--- src/design/dual_channel_pretrigger_capture_core_macros.svh ---
// assertion macros for the pretrigger capture core
`ifndef DUAL_CHANNEL_PRETRIGGER_CAPTURE_CORE_MACROS_SVH
`define DUAL_CHANNEL_PRETRIGGER_CAPTURE_CORE_MACROS_SVH

`ifndef SYNTHESIS
// implication checked every clock, off during reset
`define DCPC_ASSERT(label, clk, rst, prop, msg) \
  label: assert property (@(posedge clk) disable iff (rst) (prop)) else $error(msg);
// implication checked every clock, reset included
`define DCPC_ASSERT_ALWAYS(label, clk, prop, msg) \
  label: assert property (@(posedge clk) (prop)) else $error(msg);
`else
`define DCPC_ASSERT(label, clk, rst, prop, msg)
`define DCPC_ASSERT_ALWAYS(label, clk, prop, msg)
`endif

`endif

--- src/design/dcpc_pkg.sv ---
// shared types and constants of the pretrigger capture core
package dcpc_pkg;

  localparam int MAX_PRE_DEPTH = 1024;
  localparam int ADDR_W        = (MAX_PRE_DEPTH > 1) ? $clog2(MAX_PRE_DEPTH) : 1;
  localparam int SAMPLE_W      = 16;
  localparam int MAG_W         = SAMPLE_W + 1;
  localparam int PRE_W         = 10;
  localparam int POST_W        = 16;
  localparam int CNT_W         = 17;
  localparam int LANES         = 2;
  localparam int ENTRY_W       = LANES * SAMPLE_W;
  localparam int CFG_IDX_W     = 2;

  // configuration register indexes
  localparam logic [CFG_IDX_W-1:0] CFG_THRESHOLD  = 2'd0;
  localparam logic [CFG_IDX_W-1:0] CFG_PRE_COUNT  = 2'd1;
  localparam logic [CFG_IDX_W-1:0] CFG_POST_COUNT = 2'd2;

  // where the delayed pair of an emitting beat comes from
  typedef enum logic [1:0] {
    SEL_BYPASS,
    SEL_STORE,
    SEL_ZERO
  } src_sel_t;

  // hold counter decision for the beat being accepted
  typedef struct packed {
    logic emit;
    logic start;
  } hold_status_t;

  // read stage, lined up with the delay store read data
  typedef struct packed {
    src_sel_t                   sel;
    logic                       start;
    logic [ENTRY_W-1:0]         bypass;
  } read_stage_t;

endpackage

--- src/design/dcpc_lane.sv ---
// per-channel magnitude compare against the threshold
module dcpc_lane import dcpc_pkg::*; (
  input  logic signed [SAMPLE_W-1:0] sample,
  input  logic signed [SAMPLE_W-1:0] threshold,
  output logic                       hit
);

  logic [MAG_W-1:0] mag;

  // 17-bit magnitude so the most negative code maps to 32768
  always_comb begin
    if (sample[SAMPLE_W-1]) begin
      mag = MAG_W'(0) - {sample[SAMPLE_W-1], sample};
    end else begin
      mag = {1'b0, sample};
    end
  end

  assign hit = $signed({1'b0, mag}) > $signed({{2{threshold[SAMPLE_W-1]}}, threshold});

endmodule

--- config.mk ---
export PLATFORM = sky130hd
export DESIGN_NAME = dcpc_lane
export DESIGN_NICKNAME = d
export VERILOG_FILES = /design/src/design/dual_channel_pretrigger_capture_core_macros.svh /design/src/design/dcpc_pkg.sv /design/src/design/dcpc_lane.sv
export SDC_FILE = /design/constraint.sdc
export NUM_CORES = 1
export LEC_CHECK = 0
export ABC_AREA = 1
export BUFFER_PORTS_ARGS = -buffer_cell sky130_fd_sc_hd__buf_2
export CORE_UTILIZATION = 44
export DETAILED_ROUTE_END_ITERATION = 10
export MAX_ROUTING_LAYER = met4
export PLACE_DENSITY = 0.73
export SLEW_MARGIN = 20
export SYNTH_ARGS = -nofsm -noshare
export SYNTH_HDL_FRONTEND = slang
export SYNTH_SLANG_ARGS = --single-unit
--- constraint.sdc ---
create_clock -name vclk -period 2.85
set_input_delay 0.57 -clock vclk [all_inputs]
set_output_delay 0.57 -clock vclk [all_outputs]
set_load 0.02 [all_outputs]
Word-level counts from Yosys, hierarchy flattened
Cells that the tools add are included.
{"block": "classes", "n_addsub": 1, "muxes": 1, "n_lt_le_gt_ge": 1}
{"op": "> comparator 18 x 16 -> 1 bit", "count": 1}
{"op": "two-way mux 17 bit", "count": 1}
{"op": "subtractor 1 x 16 -> 17 bit, first input constant", "count": 1}
{"block": "totals", "output_inout_bits": 1, "ff_bits": 0, "inputBits": 32, "wordCells": 3}

Depth between registers and ports, before layout
{"block": "logic_depth", "word_depth": 3, "mapped_depth": 21, "mapped_depth_nobuf": 21}

Worst setup path after synthesis
OpenSTA, ideal clock, no wires.
{"block": "synth_timing", "path_kind": "input -> output", "startpoint": "in sample[0]", "endpoint": "out hit", "path_stages": 18, "slack_ns": 0.003, "path_buffers": 0, "arrival_time_ns": 2.277, "t_required_ns": 2.280, "cell_sequence": "inv_1 -> ha_1 -> nand2_2 -> nor2_4 -> nand3_2 -> nor2_4 -> nand3_1 -> nand3b_1 -> nand2_1 -> ha_1 -> nand2_1 -> nor2_1 -> nand3_1 -> nor2_1 -> nor2_1 -> nand3_1 -> nand2_1 -> inv_1"}
{"block": "synth_via", "elab_chain_len": 3}
{"element": "from (decl)", "line_no": "dcpc_lane.sv:3", "text": "input logic signed [SAMPLE_W-1:0] sample,"}
{"element": "subtractor 1 x 16 -> 17 bit", "line_no": "dcpc_lane.sv:13", "text": "mag = MAG_W'(0) - {sample[SAMPLE_W-1], sample};"}
{"element": "two-way mux 17 bit (*)", "line_no": "dcpc_lane.sv:12", "text": "if (sample[SAMPLE_W-1]) begin"}
{"element": "> comparator 18 x 16 -> 1 bit (*)", "line_no": "dcpc_lane.sv:19", "text": "assign hit = $signed({1'b0, mag}) > $signed({{2{threshold[SAMPLE_W-1]}}, threshold});"}
{"element": "to (decl)", "line_no": "dcpc_lane.sv:5", "text": "output logic hit"}
Mark *: on every way between the ends. The rest lies on a longest branch, timed or not.

Final worst setup path
Same ends and word-level chain as after synthesis.

==> flow_metrics.env <==
export IMPL_core_region_area_um2=1800
export IMPL_synth_largest_area_cell="ha_1"
export IMPL_swShare=0.549
export IMPL_die_area_um2=2170
export IMPL_final_cell_area_um2=1280
export IMPL_placed_area_um2=1160
export IMPL_ys_top_cells_by_count="45 x nand2_1, 36 x inv_1, 17 x ha_1"
export IMPL_startpoint_type="primary input"
export IMPL_start_util=0.485
export IMPL_place_ws_ns=-0.312
export IMPL_row_count=15
export IMPL_crit_slowest_cell="ha_1"
export IMPL_critPathArrivalTime_ns=2.48
export IMPL_required_ns=2.28
export IMPL_post_route_util=0.708
export IMPL_seq_cells=0
export IMPL_overflow=0
export IMPL_synthSimpleGateAreaFrac=0.420
export IMPL_pwr_share_clk=0
export IMPL_ys_seq_area_frac=0
export IMPL_synth_top_family_by_area="simple AND/OR/NAND/NOR gates"
export IMPL_finalHoldViolCount=0
export IMPL_violations="negative setup slack"
export IMPL_grt_usage=0.234
export IMPL_die_w_um=46.6
export IMPL_max_slew_worst_pin_slew_ns=0.281
export IMPL_setup_viol=1
export IMPL_synth_most_common_cell="nand2_1"
export IMPL_combPwrFrac=1.000
export IMPL_final_nets=255
export IMPL_syn_avg_cell_area_um2=5.56
export IMPL_p_sw_w=0.000102
export IMPL_post_synth_top_area_fraction=0.244
export IMPL_ys_warn_count=0
export IMPL_wirelength_um=2200
export IMPL_syn_to_final_growth_pct=46.1
export IMPL_yosys_area_share_adder=0.244
export IMPL_antenna_found_initial=0
export IMPL_die_h_um=46.6
export IMPL_worst_path_buf_inv=4
export IMPL_slew_violations=0
export IMPL_io_buffers=33
export IMPL_crit_cells=17
export IMPL_path_cells="buf_6, inv_4, ha_4, nand2_4, nor2_4, nand3_4, nor2_4, nand3_2, nand3b_1, nand2_1, ha_1, nand2_2, nor4_1, nand3_1, nand2_1, inv_1, buf_6"
export IMPL_hold_slack_ns=1.64
export IMPL_p_leak_nw=0.797
export IMPL_synthTopCellsByArea="ha_1 24%, nand2_1 19%, inv_1 15%, xor2_1 7.0%, nand3_1 5.2%"
export IMPL_drcViolationCount=0
export IMPL_relSlewSlack=0.812
export IMPL_num_clock_buffers=0
export IMPL_fin_crit_sh=1.07
export IMPL_synth_distinct_cells=26
export IMPL_drv_cap=0
export IMPL_status="finished, violations left"
export IMPL_n_antenna_cell=0
export IMPL_synth_nets=206
export IMPL_synth_compound_area_frac=0.0688
export IMPL_syn_inst=157
export IMPL_power_density_nw_per_um2=145
export IMPL_grt_pass1_wl_um=3660
export IMPL_io_pins=33
export IMPL_fmaxAchievable_ghz=0.328
export IMPL_vias=1051
export IMPL_min_period_ns=3.05
export IMPL_grt_max_degree=10
export IMPL_first_pass_iters=4
export IMPL_gp_congestion=0.848
export IMPL_drt_iter0_markers=9
export IMPL_path_class="primary input to output pin"
export IMPL_finalPower_w=0.000185
export IMPL_path_delay_family="simple AND/OR/NAND/NOR gates"
export IMPL_cp_slowest_stage_delay_ns=0.28
export IMPL_hold_path_class="primary input to output pin"
export IMPL_first_global_vias=937
export IMPL_ir_drop_uv=85.3
export IMPL_seq_power_share=0
export IMPL_ant_nets=0
export IMPL_wl_per_cell_um=9.61
export IMPL_final_layout_size_suffix_gt1_frac=0.348
export IMPL_cp_max_fo=4
export IMPL_muxShareOfSynthArea=0
export IMPL_layout_setup_ws_ns=-0.195
export IMPL_dp_hpwl_um=1860
export IMPL_internal_power_w=0.0000832
export IMPL_rsz0062_at_grt="true"
export IMPL_synth_area_um2=873
export IMPL_via_per_inst=4.59
export IMPL_yosys_area_share_xor_xnor=0.0903
export IMPL_hold_depth=6
export IMPL_end_kind="output pin"
export IMPL_seqCellArea_um2=0
## layout make-up
cell class         instances  area, µm²
multi-input cells        116        790
fillers                  168        526
repair buffers            48        300
inverters                 40        155
well taps                 25       31.3
## per-stage QoR
step                      TNS [ns]  std cells
after global routing        -0.336        229
after detailed placement    -0.312        227
after floorplan                  0        157
after CTS                   -0.261        229
final                       -0.195        229
after global placement      -0.280        227
## repair_timing
item	CTS	global route
hold buffers	0	0
setup buffers	2	0
resized for setup	12	14
setup endpoints to repair	1	1
pin swaps	16	13
hold endpoints to repair	0	0
## cell families after synthesis
group	count (synthesis)
and+or+nand+nor	79
buffers and inverters	41
adders and majority gates	17
AOI/OAI and AO/OA	11
xor gates and xnor gates	9
## per-layer routing
layer	global-route usage	vias up	wire, µm
li1	-	577	-
met1	0.294	454	968
met2	0.428	18	1170
met3	0.00392	2	39
met4	0.0118	0	19
met5	-	-	0
## power groups by stage
stage	logic [W]	registers, W	clock network, W
floorplan	0.0000999	0	0
global placement	0.000155	0	0
detailed placement	0.000164	0	0
CTS	0.000174	0	0
global route	0.000211	0	0
finish	0.000185	0	0
## tightest hold or removal path, delay by kind of cell
| kind | cells | cell delay, ns |
|---|---|---|
| buffers and inverters | 4 | 0.37 |
| AND/OR/NAND/NOR | 2 | 0.12 |
## path summary, 6_finish.rpt
check | startpoint | endpoint | slack, ns
worst max-delay path | sample[0] | hit | -0.20
worst min-delay path | threshold[15] | hit | 1.64
## placed cells by master, fill, tap and decap left out
master and n:
buf_2 30, nand3_4 1, ha_1 16, or2_1 1, nand4_1 1, nand4_2 1
buf_4 14, a21o_1 1, o22ai_1 1, xnor2_1 2, inv_2 3, nand3b_1 1
nor3_1 1, nand2_4 1, nor4_2 2, a21oi_1 4, nand3_1 6, a31oi_1 1
nand2_2 3, nor4_1 1, nor2_1 9, nand3_2 3, nor2_2 2, o21ai_1 1
clkinv_1 1, nor2_4 4, inv_1 34, buf_6 4, o21ai_0 3, nand2_1 42
ha_4 1, xor2_1 7, inv_4 2
Note: power is estimated with default switching activity, not from simulation.
