## config.mk

```make
export PLATFORM = sky130hd
export DESIGN_NAME = dcpc_hold
export DESIGN_NICKNAME = d
export VERILOG_FILES = /design/src/design/dual_channel_pretrigger_capture_core_macros.svh /design/src/design/dcpc_pkg.sv /design/src/design/dcpc_hold.sv
export SDC_FILE = /design/constraint.sdc
export NUM_CORES = 1
export LEC_CHECK = 0
export ABC_AREA = 1
export BUFFER_PORTS_ARGS = -buffer_cell sky130_fd_sc_hd__buf_2
export CAP_MARGIN = 20
export CORE_MARGIN = 1
export CORE_UTILIZATION = 35
export CTS_CLUSTER_SIZE = 24
export DETAILED_ROUTE_END_ITERATION = 8
export PLACE_DENSITY = 0.66
export SETUP_SLACK_MARGIN = 0.4
export SLEW_MARGIN = 0
export SYNTH_ARGS = -nofsm -noshare
export SYNTH_HDL_FRONTEND = slang
export SYNTH_SLANG_ARGS = --single-unit
export TNS_END_PERCENT = 30
```

## constraint.sdc

```tcl
create_clock -name clk -period 2.5 [get_ports clk]
set_input_delay 0.25 -clock clk [delete_from_list [all_inputs] [get_ports clk]]
set_output_delay 0.25 -clock clk [all_outputs]
set_load 0.02 [all_outputs]
```

## src/design/dual_channel_pretrigger_capture_core_macros.svh

```systemverilog
// assertion macros for the pretrigger capture core
`ifndef DUAL_CHANNEL_PRETRIGGER_CAPTURE_CORE_MACROS_SVH
`define DUAL_CHANNEL_PRETRIGGER_CAPTURE_CORE_MACROS_SVH

`ifndef SYNTHESIS
// implication checked every clock, off during reset
`define DCPC_ASSERT(label, clk, rst, prop, msg) \
  label: assert property (@(posedge clk) disable iff (rst) (prop)) else $error(msg);
// implication checked every clock, reset included
`define DCPC_ASSERT_ALWAYS(label, clk, prop, msg) \
  label: assert property (@(posedge clk) (prop)) else $error(msg);
`else
`define DCPC_ASSERT(label, clk, rst, prop, msg)
`define DCPC_ASSERT_ALWAYS(label, clk, prop, msg)
`endif

`endif

```

## src/design/dcpc_pkg.sv

```systemverilog
// shared types and constants of the pretrigger capture core
package dcpc_pkg;

  localparam int MAX_PRE_DEPTH = 1024;
  localparam int ADDR_W        = (MAX_PRE_DEPTH > 1) ? $clog2(MAX_PRE_DEPTH) : 1;
  localparam int SAMPLE_W      = 16;
  localparam int MAG_W         = SAMPLE_W + 1;
  localparam int PRE_W         = 10;
  localparam int POST_W        = 16;
  localparam int CNT_W         = 17;
  localparam int LANES         = 2;
  localparam int ENTRY_W       = LANES * SAMPLE_W;
  localparam int CFG_IDX_W     = 2;

  // configuration register indexes
  localparam logic [CFG_IDX_W-1:0] CFG_THRESHOLD  = 2'd0;
  localparam logic [CFG_IDX_W-1:0] CFG_PRE_COUNT  = 2'd1;
  localparam logic [CFG_IDX_W-1:0] CFG_POST_COUNT = 2'd2;

  // where the delayed pair of an emitting beat comes from
  typedef enum logic [1:0] {
    SEL_BYPASS,
    SEL_STORE,
    SEL_ZERO
  } src_sel_t;

  // hold counter decision for the beat being accepted
  typedef struct packed {
    logic emit;
    logic start;
  } hold_status_t;

  // read stage, lined up with the delay store read data
  typedef struct packed {
    src_sel_t                   sel;
    logic                       start;
    logic [ENTRY_W-1:0]         bypass;
  } read_stage_t;

endpackage

```

## src/design/dcpc_hold.sv

```systemverilog
// merges lane hits and runs the capture hold counter
module dcpc_hold import dcpc_pkg::*; (
  input  logic              clk,
  input  logic              rst,
  input  logic              accept,
  input  logic [LANES-1:0]  hits,
  input  logic [PRE_W-1:0]  pre_count,
  input  logic [POST_W-1:0] post_count,
  output hold_status_t      status
);

  logic [CNT_W-1:0] hold;
  logic [CNT_W-1:0] hold_next;
  logic [CNT_W-1:0] loaded;
  logic [CNT_W-1:0] reload;
  logic             trig;

  assign trig   = |hits;
  assign reload = CNT_W'(pre_count) + CNT_W'(post_count) + CNT_W'(1);
  assign loaded = trig ? reload : hold;

  always_comb begin
    status.emit  = (loaded != '0);
    status.start = trig && (hold == '0);
    hold_next    = status.emit ? (loaded - CNT_W'(1)) : '0;
  end

  always_ff @(posedge clk) begin
    if (rst) begin
      hold <= '0;
    end else if (accept) begin
      hold <= hold_next;
    end
  end

endmodule
```

### After elaboration in Yosys (flattened, before gate mapping)

Cells that the tools add are included.

| storage, ports and cells | value |
|---|---|
| logic and storage cells | 10 |
| flip-flop bits (word level) | 17 |
| output and inout port bits | 2 |
| input bits | 31 |

| operators by class | value |
|---|---|
| mux-type cells | 2 |
| $add $sub $neg | 3 |
| reductions and logical operators | 4 |

Operators with widths:

| operator | number |
|---|---|
| 17-bit two-way mux | 2 |
| 10-bit by 16-bit adder with 17-bit output | 1 |
| 17-bit by 1-bit adder with 17-bit output (second input constant) | 1 |
| 17-bit logical NOT | 1 |
| 17-bit nonzero test | 1 |
| 17-bit by 1-bit subtractor with 17-bit output (second input constant) | 1 |
| 2-bit OR reduction | 1 |
| 1-bit logical AND | 1 |

### Longest topological paths before layout

Gate-level depths: netlist of run 1.

| depth | value |
|---|---|
| depth after elaboration | 5 |
| mapped depth | 21 |
| mapped depth without buffers | 21 |

### Worst setup path after synthesis of run 1

OpenSTA, ideal clock, no wires.

| timing | value |
|---|---|
| path kind | input to output |
| start point | input port pre_count[0] |
| end point | output port status[1] (netlist bit) |
| cell stages on the path | 16 |
| buffers on the path | 1 |
| arrival time | 2.195 ns |
| setup slack | 0.055 ns |
| cells stage by stage | inv_1 -> ha_1 -> inv_1 -> fa_1 -> a21boi_2 -> ha_1 -> inv_1 -> a21oi_2 -> nand2_1 -> nor2_1 -> nand2_1 -> nor2_2 -> nand2_2 -> nor2_4 -> nand3_4 -> buf_6 |

RTL lines:

| item | RTL line | source |
|---|---|---|
| start: declaration | dcpc_hold.sv:7 | `input logic [PRE_W-1:0] pre_count,` |
| end: declaration | dcpc_hold.sv:9 | `output hold_status_t status` |

==> flow_summary.ini, run 1 <==
[grt]
grt.overflow.total = 0
grt_use_total_pct = 18.64
antenna_found_initial = 0
grt_max_degree = 19
grt_pass1_vias = 2471
grt_pass1_wl_um = 10770

[drt]
antenna_left = 0
wire_per_inst_um = 11.58
drcViolationCount = 0
num_vias = 2744
first_iter_violations = 135
vias_per_cell = 4.883
dr.pass1.iters = 5
routed_wl_um = 6509

[cells_and_area]
fin_util_pct = 48.43
top_regs = hold (17)
area_growth_pct = 33.51
regArea_um2 = 340.3
final_cells = 562
fillers = 628
diodes = 0
max_flop_register = hold
multi_input_area_um2 = 1734
largest_register_ffs = 17
drive_gt1_share_pct = 29.28
finalInstanceArea_um2 = 3075
nets = 529

[power]
internal_power_uw = 666.7
pwr-share-seq_pct = 27.8
comb_power_share_pct = 54.5
p_total_uw = 1124
ir_worst_vdd_mv = 0.2702
p_leak_uw = 0.001632
p_per_area_nw_per_um2 = 365.5
swShare_pct = 40.70
p_switching_uw = 457.5
p_clk_share_pct = 17.7

[cts]
insertion_delay_ns = 0.25
clk_path_buf_depth = 2
cts_tree = done
cts_htree_levels = 1
clock_sinks = 17
cts.reportedPaths.clkPinSlew_ns = 0.06
clockRootBuffer = clkbuf_8
cts_buffers = 3
ctsHoldBuffers = 0

[critical_path]
regToRegEndpoint = hold[2]
reg2reg_slack_ns = 0.09
critPathLaunchType = primary input
arrival_ns = 2.33
cp_max_fo = 2
r2r-start = hold[0]
r2r_cells = 17
critPathRequiredTime_ns = 2.25
criticalPathCategory = in -> out
critical_path.endpoint_type = primary output

[synth]
yosysUniqueCellTypes = 37
avgSynthCellArea_um2 = 5.605
yosys_most_used_dff = dfxtp_1
async_flop_share_pct = 0
synth_seq_area_share_pct = 14.77
ys_ff_latch = 17
synthTopCellsByArea = nand2_1 24%, dfxtp_1 15%, nand3_1 11%
ys.warnings.count = 0
synth_top_area_share_pct = 24.12
synth-edff-count = 0
syn_inst = 411
synth_area_leader_cell = nand2_1
syn-cell-area_um2 = 2303
synth_fp_nets = 454

[timing]
tightestPinTransition_ns = 0.4572
drv_slew = 0
fin_crit_ns = 2.584
finalSetupViolCount = 4
hold_viol_final = 0
max_slew_margin_pct = 69.49
tns_ns = -0.1079
rsz0062_at_grt = yes
setup_ws_ns = -0.08427
timing.fmax_mhz = 387.0
clock_skew_ns = 0.001225
finalCritPeriodShare_pct = 103.4

[min_path]
whs_path_depth = 2
min_delay_worst_endpoint = hold[15]
min_from = rst
hold_path.class = in -> reg

[die]
core_area_um2 = 6350
dieArea_um2 = 6910
num_rows = 29
die_w_um = 83.13
die_h_um = 83.13
ios = 33
initial_core_util_pct = 36.28

[placement]
place_hpwl_um = 4912
dp_cells = 539
dpl_cell_area_um2 = 2719
numPortBuffers = 32
gp_congestion = 0.8675

[run]
cap_violations = 0

[run_status]
failed_checks = setup timing
outcome = finished, violations left
[repair_timing]
item,4_1_cts,5_1_grt
setup buffers,13,5
pin swaps,32,7
gates cloned,0,1
resized for setup,37,1
setup endpoints to repair,18,18
hold endpoints to repair,0,0
[cells by family (layout without fill, tap and decap cells)]
| family | count (synthesis) | count (layout) | share of synthesized area (%) |
|---|---|---|---|
| adders and majority gates | 12 | 12 | 6.844 |
| buffers and inverters | 76 | 150 | 15.53 |
| xor gates and xnor gates | 6 | 6 | 2.282 |
| AOI/OAI and AO/OA | 29 | 29 | 7.333 |
| DFF | 17 | 17 | 14.77 |
| and+or+nand+nor | 271 | 271 | 53.23 |
[worst max path at each step]
stage                 startpoint         to  slack [ns]  cells past startpoint
floorplan           pre_count[0]  status[1]        0.13                     16
global placement    pre_count[0]  status[1]       -0.11                     17
detailed placement  pre_count[0]   hold[14]       -0.18                     20
CTS                 pre_count[0]  status[1]       -0.05                     17
global route        pre_count[0]  status[1]       -0.19                     17
finish              pre_count[0]  status[1]       -0.08                     17
[per-stage QoR]
step / hold slack (ns) / setup WS [ns]
2_1_floorplan: 0.4422 / 0.1333
3_3_place_gp: 0.4542 / -0.1126
3_5_place_dp: 0.4592 / -0.1839
4_1_cts: 0.3762 / -0.05044
5_1_grt: 0.3916 / -0.1860
6_report: 0.3720 / -0.08427
[cells in the final DEF, fill, tap and decap left out, types with 6 or more instances in the layout]
cell type,n
nand2_2,11
dfxtp_1,17
nor2_1,26
buf_2,29
nand3_1,38
nand3_2,14
nand2_1,143
nor2_2,9
nand4_1,12
buf_6,6
inv_1,59
buf_4,43
ha_1,9
a21oi_1,17
[cell usage after synthesis, types with 3 or more instances]
library cell and n:
dfxtp_1 17, nand2_1 148, clkbuf_8 4, xnor2_1 3, ha_1 11, nor2_2 8
a21oi_1 20, nand2_2 7, nor2_1 28, nand4_1 12, inv_1 63, nor2_4 3
nand3_1 51, buf_2 3, xor2_1 3, buf_6 3, or2_2 3
[per-layer routing]
metal  vias to the layer above  share of wire (%)  GRT usage (%)
li1                       1445                  -              -
met1                      1213                 46          23.84
met3                        14                3.8          2.286
met2                        72                 47          31.45
met4                         0                2.7          7.994
met5                         -                  0              0
[critical path, stage by stage]
cell      delay [ns]
buf_8           0.09
inv_12          0.03
ha_4            0.15
inv_4           0.05
fa_2            0.43
a21boi_2        0.18
ha_2            0.21
inv_2           0.04
a21oi_2         0.12
nand2_1         0.09
nor2_1          0.11
nand2_1         0.07
nor2_2          0.09
nand2_2         0.08
nor2_4          0.12
nand3_4         0.09
buf_6           0.14
[cell type report]
cell class                 count  area share (%)
tap                           77           3.133
inverter                      65           8.584
multi-input combinational    318           56.39
sequential                    17           11.07
clock buffer                   4           1.465
timing repair buffer          81           19.37
[power groups by stage]
stage	combinational (uW)	clock [uW]	sequential, uW
2_1_floorplan	376	0	311
3_3_place_gp	523	0	316
3_5_place_dp	529	0	317
4_1_cts	593	207	311
5_1_grt	683	223	314
6_report	613	199	312
No activity file was read; power rests on OpenSTA's default activity.
==> inputs of run 2 (changes only) <==
--- a/config.mk
+++ b/config.mk
@@ -8,11 +8,13 @@
 export ABC_AREA = 1
 export BUFFER_PORTS_ARGS = -buffer_cell sky130_fd_sc_hd__buf_2
 export CAP_MARGIN = 20
+export CELL_PAD_IN_SITES_DETAIL_PLACEMENT = 1
+export CELL_PAD_IN_SITES_GLOBAL_PLACEMENT = 1
 export CORE_MARGIN = 1
 export CORE_UTILIZATION = 35
 export CTS_CLUSTER_SIZE = 24
 export DETAILED_ROUTE_END_ITERATION = 8
-export PLACE_DENSITY = 0.66
+export PLACE_DENSITY = 0.87
 export SETUP_SLACK_MARGIN = 0.4
 export SLEW_MARGIN = 0
 export SYNTH_ARGS = -nofsm -noshare
==> run 2 against run 1 <==
Effect of this change: the flow still finishes with violations (setup timing); via count grew 7.4%; die area is the same; combinational power grew 10%; clock power grew 5%; global-route usage grew 7.0 points; clock-buffer cell count is the same; fmax shrank 2.2%; flip-flop and latch count is the same; first-iteration DRC count shrank 7.4%; register-to-register slack lost 0.13 ns.
==> flow_summary.ini, run 2 (same netlist as run 1, synthesis figures left out) <==
[run_status]
outcome = finished, violations left
failed_checks = setup timing

[cells_and_area]
area_growth_pct = 34.06
multi_input_area_um2 = 1788
final_common_cell = nand2_1
final_cell_mix = 142 x nand2_1, 59 x inv_1, 39 x nand3_1
regArea_um2 = 340.3
nets = 523
diodes = 0
fin_util_pct = 48.63
drive_gt1_share_pct = 29.44
max_flop_register = hold
fillers = 885
largest_register_ffs = 17
top_regs = hold (17)

[timing]
drv_slew = 0
whs_ns = 0.3982
fin_crit_ns = 2.641
hold_viol_final = 0
setup_ws_ns = -0.1411
timing.fmax_mhz = 378.6
finalSetupViolCount = 17
tightestPinTransition_ns = 0.5000
clock_skew_ns = 0.005511
finalCritPeriodShare_pct = 105.6
max_slew_margin_pct = 66.66
rsz0062_at_grt = yes

[critical_path]
criticalPathCategory = in -> out
crit_end = status[1]
critPathMaxStageDelay_ns = 0.43
critPathLaunchType = primary input
crit_path_start = pre_count[0]
cp_slowest_cell = fa_2
regToRegEndpoint = hold[14]
cp_top_family = adder cells
critPathRequiredTime_ns = 2.25
arrival_ns = 2.39
cp_cell_sequence = buf_8, inv_12, ha_4, inv_4, fa_2, a21boi_2, ha_2, inv_2, a21oi_4, nand2_2, nor2_2, nand2_1, nor2_2, nand2_2, nor2_4, nand3_4, buf_6
cp.depth = 17
r2r_cells = 18
reg2reg_slack_ns = -0.04
cp_num_buf_inv = 5
cp_max_fo = 2
r2r-start = hold[0]
critical_path.endpoint_type = primary output

[power]
p_leak_uw = 0.001612
ir_worst_vdd_mv = 0.3143
p_per_area_nw_per_um2 = 388.8

[cts]
cts.reportedPaths.clkPinSlew_ns = 0.07
cts_buffers = 3
cts_tree = done
clock_sinks = 17
cts_htree_levels = 1
ctsHoldBuffers = 0
clk_path_buf_depth = 2
insertion_delay_ns = 0.26
clockRootBuffer = clkbuf_8

[grt]
grt_use_total_pct = 25.61
antenna_found_initial = 0
grt_max_degree = 20
grt_pass1_wl_um = 14360
grt_pass1_vias = 3080
grt.overflow.total = 0

[drt]
antenna_left = 0
drcViolationCount = 0
num_vias = 2948
wire_per_inst_um = 16.72
first_iter_violations = 125
dr.pass1.iters = 4
vias_per_cell = 5.302
routed_wl_um = 9295

[die]
core_area_um2 = 6350
dieArea_um2 = 6910
num_rows = 29
die_h_um = 83.13
initial_core_util_pct = 36.28
ios = 33
die_w_um = 83.13

[run]
cap_violations = 0

[placement]
place_hpwl_um = 6155
numPortBuffers = 32
gp_congestion = 0.8596

[min_path]
hold_path.class = in -> reg
[run 2: per-stage QoR]
stage | setup WS [ns] | TNS (ns) | cell area [um2] | std cells | total power, uW
2_1_floorplan | 0.1333 | 0 | 2342 | 411 | 686.5
3_3_place_gp | -0.1099 | -1.535 | 2711 | 538 | 838.8
3_5_place_dp | -0.3191 | -3.183 | 2711 | 538 | 867.0
4_1_cts | -0.04255 | -0.04255 | 2993 | 551 | 1136
5_1_grt | -0.2512 | -2.888 | 3088 | 556 | 1275
6_report | -0.1411 | -0.9919 | 3088 | 556 | 1201
[run 2: worst min-delay path by stage]
stage | startpoint | to | slack (ns) | cells past startpoint
after floorplan | hold[3] | hold[3] | 0.44 | 2
after global placement | hold[10] | hold[10] | 0.45 | 2
after detailed placement | hold[3] | hold[3] | 0.47 | 2
after CTS | rst | hold[15] | 0.37 | 2
after global routing | rst | hold[7] | 0.42 | 2
final | rst | hold[15] | 0.40 | 2
[run 2: worst register-to-register path, delay by kind of cell, from the launching register on]
family | cells | cell delay, ns
AOI/OAI and AO/OA | 2 | 0.25
adders and majority gates | 1 | 0.20
buffers and inverters | 4 | 0.40
DFF | 1 | 0.36
and+or+nand+nor | 11 | 1.25
[run 2: power by group]
part           switching, uW  internal [uW]  total (uW)
sequential              21.4            294         316
combinational            419            257         677
clock                   95.4            113         209
total                    536            665        1200
[run 2: what timing repair did]
| item | 4_1_cts | 5_1_grt |
|---|---|---|
| resized for setup | 39 | 9 |
| gates cloned | 0 | 1 |
| endpoints found under the setup margin | 18 | 18 |
| buffers inserted | 9 | 4 |
| pin swaps | 29 | 10 |
[run 2: area by class of cell]
cell class	count	area share, %
Inverter	65	8.549
Timing Repair Buffer	75	17.95
Clock buffer	4	1.459
Tap cell	77	3.120
Sequential cell	17	11.02
Multi-Input combinational cell	318	57.90
[run 2: per-layer routing]
layer / track usage [%] / vias up / wire (um)
met5: 0 / - / 0
met4: 12.38 / 0 / 374
met3: 1.789 / 29 / 259
met2: 48.66 / 68 / 4853
met1: 28.56 / 1419 / 3807
li1: - / 1432 / -
==> inputs of run 3 (changes only) <==
--- a/config.mk
+++ b/config.mk
@@ -15,6 +15,7 @@
 export CTS_CLUSTER_SIZE = 24
 export DETAILED_ROUTE_END_ITERATION = 8
 export PLACE_DENSITY = 0.87
+export REMOVE_ABC_BUFFERS = 1
 export SETUP_SLACK_MARGIN = 0.4
 export SLEW_MARGIN = 0
 export SYNTH_ARGS = -nofsm -noshare
==> run 3 against run 2 <==
Effect of this change: the flow still finishes with violations (setup timing); hold slack worse by 0.039 ns; worst setup slack worse by 0.073 ns; flip-flop and latch count did not move; largest cell class unchanged; highest routed layer unchanged; register-to-register slack hardly changed; die area unchanged; sequential share of layout area grew 0.75 points; core utilization is 3.1 points lower.
==> flow_summary.ini, run 3 (same netlist as run 1, synthesis figures left out) <==
[run_status]
outcome = finished, violations left
failed_checks = setup timing

[grt]
grt_use_total_pct = 26.09
grt_pass1_wl_um = 14590
antenna_found_initial = 0
grt_pass1_vias = 3124
grt.overflow.total = 0
grt_max_degree = 19

[timing]
max_slew_margin_pct = 67.28
tightestPinTransition_ns = 0.4902
clock_skew_ns = 0.006434
finalCritPeriodShare_pct = 108.6
rsz0062_at_grt = yes
setup_ws_ns = -0.2140
finalSetupViolCount = 18
drv_slew = 0
fin_crit_ns = 2.714
hold_viol_final = 0
timing.fmax_mhz = 368.5

[drt]
wire_per_inst_um = 16.76
first_iter_violations = 189
num_vias = 2987
routed_wl_um = 9336
dr.pass1.iters = 4
drcViolationCount = 0
vias_per_cell = 5.363
antenna_left = 0

[critical_path]
critical_path.endpoint_type = primary output
cp_num_buf_inv = 5
criticalPathCategory = in -> out
cp_top_family = adder cells
reg2reg_slack_ns = -0.05
cp_slowest_cell = fa_2
critPathMaxStageDelay_ns = 0.45
regToRegEndpoint = hold[12]
critPathRequiredTime_ns = 2.25
cp_cell_sequence = buf_8, inv_4, ha_4, inv_4, fa_2, a21boi_2, ha_2, inv_2, a21oi_2, nand2_1, nor2_1, nand2_1, nor2_2, nand2_2, nor2_4, nand3_4, buf_6
cp_max_fo = 2
r2r_cells = 18
critPathLaunchType = primary input
arrival_ns = 2.46
r2r-start = hold[0]

[cells_and_area]
fin_util_pct = 45.52
area_growth_pct = 25.48
drive_gt1_share_pct = 24.58
final_cell_mix = 146 x nand2_1, 59 x inv_1, 51 x nand3_1
final_common_cell = nand2_1
top_regs = hold (17)
largest_register_ffs = 17
max_flop_register = hold
finalInstanceArea_um2 = 2890
fillers = 896
diodes = 0
nets = 524

[placement]
numPortBuffers = 32
gp_congestion = 0.8929
dpl_cell_area_um2 = 2716
place_hpwl_um = 6669

[min_path]
whs_path_depth = 2
min_delay_worst_endpoint = hold[14]
hold_path.class = in -> reg
min_from = rst

[power]
p_leak_uw = 0.001567
p_switching_uw = 512.3
internal_power_uw = 645.7
pwr-share-seq_pct = 27.0
p_per_area_nw_per_um2 = 400.7
swShare_pct = 44.24
ir_worst_vdd_mv = 0.4070
p_clk_share_pct = 18.3
comb_power_share_pct = 54.7

[die]
die_w_um = 83.13
die_h_um = 83.13
num_rows = 29
ios = 33
initial_core_util_pct = 36.28
core_area_um2 = 6350
dieArea_um2 = 6910

[cts]
cts_tree = done
cts_htree_levels = 1
clk_path_buf_depth = 2
clock_sinks = 17
cts.reportedPaths.clkPinSlew_ns = 0.06
clockRootBuffer = clkbuf_8
cts_buffers = 3
insertion_delay_ns = 0.26

[run]
cap_violations = 0
==> run 3: cell type report <==
class	count	area [um2]	area share [%]
Clock buffer	3	41.29	1.429
Clock inverter	1	7.507	0.2597
Inverter	65	251.5	8.701
Multi-Input combinational cell	318	1640	56.75
Sequential cell	17	340.3	11.77
Tap cell	77	96.34	3.333
Timing Repair Buffer	76	513.0	17.75
==> run 3: worst max path at each step <==
stage / startpoint / endpoint / slack, ns / depth (start not counted)
3_5_place_dp: pre_count[0] / hold[14] / -0.27 / 20
3_3_place_gp: pre_count[0] / hold[14] / -0.14 / 20
5_1_grt: pre_count[0] / status[1] / -0.30 / 17
6_report: pre_count[0] / status[1] / -0.21 / 17
4_1_cts: post_count[0] / status[1] / -0.20 / 17
2_1_floorplan: hits[1] / hold[15] / -0.25 / 19
==> run 3: timing repair <==
item,4_1_cts,5_1_grt
hold buffers,0,0
pin swaps,10,13
endpoints found under the setup margin,18,18
gates resized for setup,14,7
buffers inserted,5,3
==> run 3: power by group through the flow <==
| stage | registers, uW | logic, uW | clock network [uW] |
|---|---|---|---|
| floorplan | 311 | 348 | 0 |
| global placement | 316 | 525 | 0 |
| detailed placement | 319 | 562 | 0 |
| CTS | 312 | 580 | 215 |
| global route | 314 | 692 | 227 |
| finish | 313 | 633 | 212 |
==> run 3: metrics by stage <==
stage | hold slack (ns) | cells | total power (uW) | setup WS (ns) | TNS [ns]
after floorplan | 0.3191 | 400 | 659.2 | -0.2485 | -2.685
after global placement | 0.4524 | 545 | 840.9 | -0.1377 | -1.103
after detailed placement | 0.4645 | 545 | 880.8 | -0.2679 | -3.820
after CTS | 0.3538 | 554 | 1107 | -0.2013 | -2.018
after global routing | 0.3713 | 557 | 1233 | -0.3024 | -4.491
final | 0.3592 | 557 | 1158 | -0.2140 | -2.517
==> run 3: per-layer routing <==
layer  routed length [um]  up-vias  share of wire [%]  GRT usage, %
met3                  319       41                3.4         4.672
met1                 3786     1419                 41         27.51
met5                    0        -                  0             0
met4                  510        0                5.5         16.30
li1                     -     1434                  -             -
met2                 4720       93                 51         47.62
